--- src/rtl/ascending_integer_sorter_top_defines.svh ---
// ----------------------------------------------------------------------------
// ascending integer sorter assertion macros
// shared property wrappers for the sorter's concurrent checks
// ----------------------------------------------------------------------------
`ifndef ASCENDING_INTEGER_SORTER_TOP_DEFINES_SVH
`define ASCENDING_INTEGER_SORTER_TOP_DEFINES_SVH

// same-cycle implication, disabled in reset
`define AIS_ASSERT_IMPL(lbl, ante, cons) \
  lbl: assert property (@(posedge clk_i) disable iff (!rst_ni) (ante) |-> (cons)) \
    else $error("sorter check failed");

// next-cycle implication, disabled in reset
`define AIS_ASSERT_NEXT(lbl, ante, cons) \
  lbl: assert property (@(posedge clk_i) disable iff (!rst_ni) (ante) |=> (cons)) \
    else $error("sorter check failed");

`endif

--- src/rtl/ais_pkg.sv ---
// ----------------------------------------------------------------------------
// ais_pkg
// shared widths, defaults and cell types of the ascending integer sorter
// ----------------------------------------------------------------------------
package ais_pkg;

  localparam int unsigned DataW       = 32;
  localparam int unsigned MaxItemsDef = 64;

  // per-cycle command broadcast to every cell
  typedef struct packed {
    logic ins;  // insert the incoming element
    logic pop;  // shift the row one place toward cell zero
  } cell_ctrl_t;

  // contents of one cell as seen by a neighbor
  typedef struct packed {
    logic                     valid;
    logic signed [DataW-1:0]  value;
  } cell_t;

endpackage

--- src/rtl/ais_cell.sv ---
// ----------------------------------------------------------------------------
// ais_cell
// one slot of the insertion chain: keeps one element, shifts right on
// insert, shifts left on drain
// ----------------------------------------------------------------------------
module ais_cell (
  input  logic                              clk_i,
  input  logic                              rst_ni,
  input  ais_pkg::cell_ctrl_t               ctrl_i,
  input  logic signed [ais_pkg::DataW-1:0]  elem_i,
  input  logic                              left_less_i,
  input  ais_pkg::cell_t                    left_i,
  input  ais_pkg::cell_t                    right_i,
  output logic                              less_o,
  output ais_pkg::cell_t                    cell_o
);

  logic                              valid_q, valid_d;
  logic signed [ais_pkg::DataW-1:0]  value_q, value_d;

  // an empty slot counts as larger than anything
  assign less_o = !valid_q || (elem_i < value_q);

  // next contents
  always_comb begin
    valid_d = valid_q;
    value_d = value_q;
    if (ctrl_i.pop) begin
      valid_d = right_i.valid;
      value_d = right_i.value;
    end else if (ctrl_i.ins && less_o) begin
      if (left_less_i) begin
        valid_d = left_i.valid;
        value_d = left_i.value;
      end else begin
        valid_d = 1'b1;
        value_d = elem_i;
      end
    end
  end

  // occupancy flag
  always_ff @(posedge clk_i or negedge rst_ni) begin
    if (!rst_ni) begin
      valid_q <= 1'b0;
    end else begin
      valid_q <= valid_d;
    end
  end

  // element storage
  always_ff @(posedge clk_i) begin
    value_q <= value_d;
  end

  assign cell_o.valid = valid_q;
  assign cell_o.value = value_q;

endmodule

--- config.mk ---
export PLATFORM = sky130hd
export DESIGN_NAME = ais_cell
export DESIGN_NICKNAME = d
export VERILOG_FILES = /design/src/rtl/ascending_integer_sorter_top_defines.svh /design/src/rtl/ais_pkg.sv /design/src/rtl/ais_cell.sv
export SDC_FILE = /design/constraint.sdc
export NUM_CORES = 1
export LEC_CHECK = 0
export BUFFER_PORTS_ARGS = -buffer_cell sky130_fd_sc_hd__buf_2
export CELL_PAD_IN_SITES_DETAIL_PLACEMENT = 0
export CELL_PAD_IN_SITES_GLOBAL_PLACEMENT = 2
export CORE_AREA = 2 2 104 106
export CTS_BUF_LIST = sky130_fd_sc_hd__clkbuf_16
export CTS_CLUSTER_DIAMETER = 120
export DETAILED_ROUTE_END_ITERATION = 8
export DIE_AREA = 0 0 106 108
export PLACE_DENSITY = 0.86
export SETUP_SLACK_MARGIN = 0.5
export SYNTH_ARGS = -nofsm -noshare
export SYNTH_HDL_FRONTEND = slang
export SYNTH_SLANG_ARGS = --single-unit
--- constraint.sdc ---
create_clock -name clk_i -period 5 [get_ports clk_i]
set_input_delay 0.75 -clock clk_i [delete_from_list [all_inputs] [get_ports clk_i]]
set_output_delay 0.75 -clock clk_i [all_outputs]
set_load 0.01 [all_outputs]
# Word level (Yosys, flattened, before mapping)
# Index checks and enable logic that the tools add are counted.
word_totals:
  inputBits: 103
  ff_bits: 33
  wordCells: 13
  out_inout_bits: 34
op_classes:
  n_mux: 6
  reduce_logical: 4
  order_cmp: 1
op_table:
  columns: ["op", "n"]
  rows:
  - ["$mux W32", 3]
  - ["$lt A32 B32 Y1", 1]
  - ["$mux W1", 3]
  - ["$reduce_bool A2 Y1", 1]
  - ["$logic_and A1 B1 Y1", 1]
  - ["$logic_not A1 Y1", 1]
  - ["$logic_or A1 B1 Y1", 1]

# Depth between registers and ports, before layout
logic_depth:
  ltp_word: 5
  ltp_mapped: 8
  depth_no_buf: 8

# Worst setup path after synthesis
# OpenSTA, ideal clock, no wires.
synth_path:
  path_type: "in2reg"
  from: "input port elem_i[2] (netlist bit)"
  to: "register value_q[0] (netlist bit) (enable)"
  setup_slack_ps: 437
  path_buffers: 0
  t_arrival_ps: 4102
  setup_time_ps: 461
  stages: 7
  required_ps: 4539
  cell_sequence: "ha_1 -> a211o_1 -> a31oi_1 -> o311a_1 -> o41ai_2 -> and3_1 -> nor3_1"
synth_between:
  elab_chain_cells: 4
synth_rtl:
  columns: ["element", "line_no", "source"]
  rows:
  - ["start, declared", "ais_cell.sv:10", "input logic signed [ais_pkg::DataW-1:0] elem_i,"]
  - ["$lt A32 B32 Y1", "ais_cell.sv:22", "assign less_o = !valid_q || (elem_i < value_q);"]
  - ["$logic_or A1 B1 Y1", "ais_cell.sv:22", null]
  - ["$logic_and A1 B1 Y1", "ais_cell.sv:31", "end else if (ctrl_i.ins && less_o) begin"]
  - ["$reduce_bool A2 Y1 (no line)", null, null]
  - ["end signal, assigned", "ais_cell.sv:53", "value_q <= value_d;"]
  - ["end, declared", "ais_cell.sv:19", "logic signed [ais_pkg::DataW-1:0] value_q, value_d;"]
# No other way between the ends.
# A chain may end at the register's enable or synchronous reset.

# Worst setup path after layout
layout_path:
  from: "input port elem_i[7] (netlist bit)"
  to: "output port less_o"
layout_between:
  elab_chain_cells: 2
layout_rtl:
  columns: ["element", "line_no", "source"]
  rows:
  - ["$lt A32 B32 Y1", "ais_cell.sv:22", null]
  - ["$logic_or A1 B1 Y1", "ais_cell.sv:22", null]
  - ["end, declared", "ais_cell.sv:14", "output logic less_o,"]
# No other way between the ends.

==> impl_metrics.json <==
{
  "numCtsBuffers": 5,
  "switchingPower_uw": 310,
  "tns_ps": 0,
  "gr-usage-met3": 0.0313,
  "p_int_uw": 680,
  "path_class": "in2out",
  "start_util": 0.245,
  "path_max_fanout": 3,
  "relSlewSlack": 0.313,
  "cts_resized": 0,
  "clk_path_buf_depth": 2,
  "worst_setup_path_start_kind": "primary input",
  "cp-end-kind": "output port",
  "pre_cts_ws_ps": 1600,
  "yosys.cell_types.count": 34,
  "syn_area_sq_mm": 0.00251,
  "clkPwrFrac": 0.296,
  "max-cap-violations": 0,
  "p_leak_uw": 0.00178,
  "min_path_type": "in2async",
  "floorplan.die_area_sq_mm": 0.0114,
  "drtIter0Drc": 93,
  "drive_above_1_share": 0.372,
  "cp.arrival_ps": 2560,
  "cts_num_sinks": 33,
  "yosys.area_share.adder": 0.155,
  "synth_warnings": 0,
  "num-nets-final": 531,
  "place.gp.congestion": 0.746,
  "p_sw_frac": 0.313,
  "drv_slew": 0,
  "finalCritPeriodShare": 0.662,
  "drc": 0,
  "syn_avg_cell_area_sq_um": 9.49,
  "clkTransAtPathRegs_ps": 50,
  "pwr-share-comb": 0.318,
  "coreArea_sq_mm": 0.0102,
  "portBuffers": 136,
  "fin_ws_ps": 1690,
  "ir_drop_mv": 0.107,
  "grt_usage": 0.123,
  "die_y_um": 108,
  "p_per_area_mw_per_mm2": 285,
  "busiest_layer": "met2",
  "totalWireLength_mm": 6.95,
  "synth_top_family_by_area": "adder cells",
  "grt_antenna_before_repair": 0,
  "rsz0062_at_grt": "no",
  "fillers": 1108,
  "synth.mux.area_fraction": 0.132,
  "dr.pass1.iters": 4,
  "synth_cells": 264,
  "syn_to_final_growth_pct": 38.4,
  "antenna_left": 0,
  "finalHoldViolations": 0,
  "synth_top_area_cell": "edfxtp_1",
  "tritoncts": "done",
  "synth_top_area_frac": 0.383,
  "syn-num-nets": 398,
  "vias": 2348,
  "dp_hpwl_mm": 5.67,
  "io_pins": 137,
  "synthTopCellsByArea": "edfxtp_1 (38%), ha_1 (15%), mux2i_1 (13%)",
  "fin_crit_ps": 3310,
  "power_frac_seq": 0.386,
  "tightest_slew_ps": 1030,
  "via_per_inst": 4.40,
  "die_x_um": 106,
  "yosys.area_share.simple": 0.111,
  "setup_viol": 0,
  "status": "completed",
  "insertion_delay_ps": 280,
  "use_met2": 0.207,
  "synth.yosys.seq_area_share": 0.393,
  "hold_buffers": 0,
  "grt_pass1_vias": 2314,
  "grt_max_degree": 47,
  "grt_overflow": 0,
  "wl_per_cell_um": 13.0,
  "n_antenna_cell": 0,
  "cts_setup_buffers": 0,
  "synth_xor_area_frac": 0,
  "cts_max_level": 2,
  "fin_worst_skew_ps": 4.98,
  "synth-seq-cells": 33,
  "root_buffer": "clkbuf_16",
  "rows": 37,
  "grt_pass1_wl_mm": 11.1,
  "use_met1": 0.158,
  "required_ps": 4250,
  "max_freq_ghz": 0.302,
  "synth_compound_gate_area_share": 0.139
}
-- worst max-delay path, cell delays in order --
cell	delay (ps)
buf_2	110
ha_1	300
nand4_1	110
o311a_1	390
o41ai_2	330
a21oi_1	120
mux2_1	310
buf_2	150
-- power groups by stage --
stage | logic, uW | registers, uW | clock network (uW)
global route | 362 | 390 | 321
global placement | 318 | 386 | 0
finish | 315 | 382 | 293
detailed placement | 323 | 388 | 0
floorplan | 163 | 408 | 0
CTS | 324 | 383 | 307
-- registers in the layout, summed over array words and instances (netlist names) --
name     count
valid_q      1
value_q     32
-- Yosys cell counts, drive strengths merged --
master / count
o21ai: 36
dfrtp: 1
a221oi: 1
o211ai: 1
nand3: 2
clkbuf: 8
inv: 32
nand2: 42
and3: 1
a221o: 1
a21o: 1
or3: 1
mux2i: 32
a21oi: 13
nand4: 6
a211oi: 1
o2bb2ai: 1
buf: 4
and3b: 1
nor4b: 1
o311a: 1
edfxtp: 32
mux2: 1
a31oi: 1
a211o: 1
nor4: 1
ha: 31
nor3: 2
nand2b: 2
o22ai: 1
nor2: 4
o41ai: 1
-- kinds of logic (layout without fill, tap and decap cells) --
kind of cell,Yosys count,count (layout)
buffers and inverters,44,178
flip-flops,33,33
adder cells (fa/ha/maj),31,31
AO/OA/AOI/OAI,60,60
multiplexers,33,33
AND/OR/NAND/NOR,63,63
-- routing by layer --
metal	wire, um	vias up	share of wire
met5	0	-	0
met1	3080	1044	0.44
li1	-	1210	-
met3	537	5	0.077
met2	3300	89	0.47
met4	43	0	0.0062
-- placed cells by master, fill, tap and decap left out --
| cell type | instances |
|---|---|
| buf_2 | 136 |
| nand2_1 | 42 |
| o21ai_0 | 35 |
| inv_1 | 33 |
| mux2i_1 | 32 |
| edfxtp_1 | 32 |
| ha_1 | 31 |
| a21oi_1 | 13 |
| nand4_1 | 6 |
| clkbuf_16 | 5 |
| nor2_1 | 4 |
| nand2b_1 | 2 |
| nand3_1 | 2 |
| clkinv_2 | 2 |
| buf_4 | 2 |
| nor4_1 | 1 |
| a211o_1 | 1 |
| a31oi_1 | 1 |
| a21o_1 | 1 |
| o311a_1 | 1 |
| o41ai_2 | 1 |
| a211oi_1 | 1 |
| nor3_1 | 1 |
| o21ai_1 | 1 |
| a221oi_2 | 1 |
| o211ai_1 | 1 |
| mux2_1 | 1 |
| nor4b_1 | 1 |
| and3b_1 | 1 |
| and3_1 | 1 |
| o2bb2ai_1 | 1 |
| nor3_4 | 1 |
| o22ai_1 | 1 |
| a221o_1 | 1 |
| or3_1 | 1 |
| dfrtp_1 | 1 |
-- path summary, 6_finish.rpt --
check                           cells after the start  slack [ps]           to        start
worst max-delay path                                8        1690       less_o    elem_i[7]
worst min register to register                      4         830      valid_q      valid_q
max in group asynchronous                           1        4680      valid_q       rst_ni
worst max register to register                      9        2140  value_q[18]  value_q[31]
min in group clk_i                                  3         750  value_q[27]  right_i[27]
worst min-delay path                                1         240      valid_q       rst_ni
-- metrics by stage --
stage          power, uW  utilization  instances  hold slack [ps]  area [sq um]
2_1_floorplan        571            -        264              454          2510
3_3_place_gp         704        0.326        526              527          3330
3_5_place_dp         711        0.326        526              528          3330
4_1_cts             1010        0.339        534              233          3470
5_1_grt             1070        0.339        534              229          3470
6_report             990        0.339        534              241          3470
-- cell type report --
type	count	area (sq um)	area share
multi-input combinational	187	1360	0.392
sequential	33	986	0.284
timing repair buffer	138	696	0.201
tap	136	170	0.0490
clock buffer	5	125	0.0361
inverter	32	120	0.0346
clock inverter	3	13.8	0.00397
(Power assumes the default switching activity.)
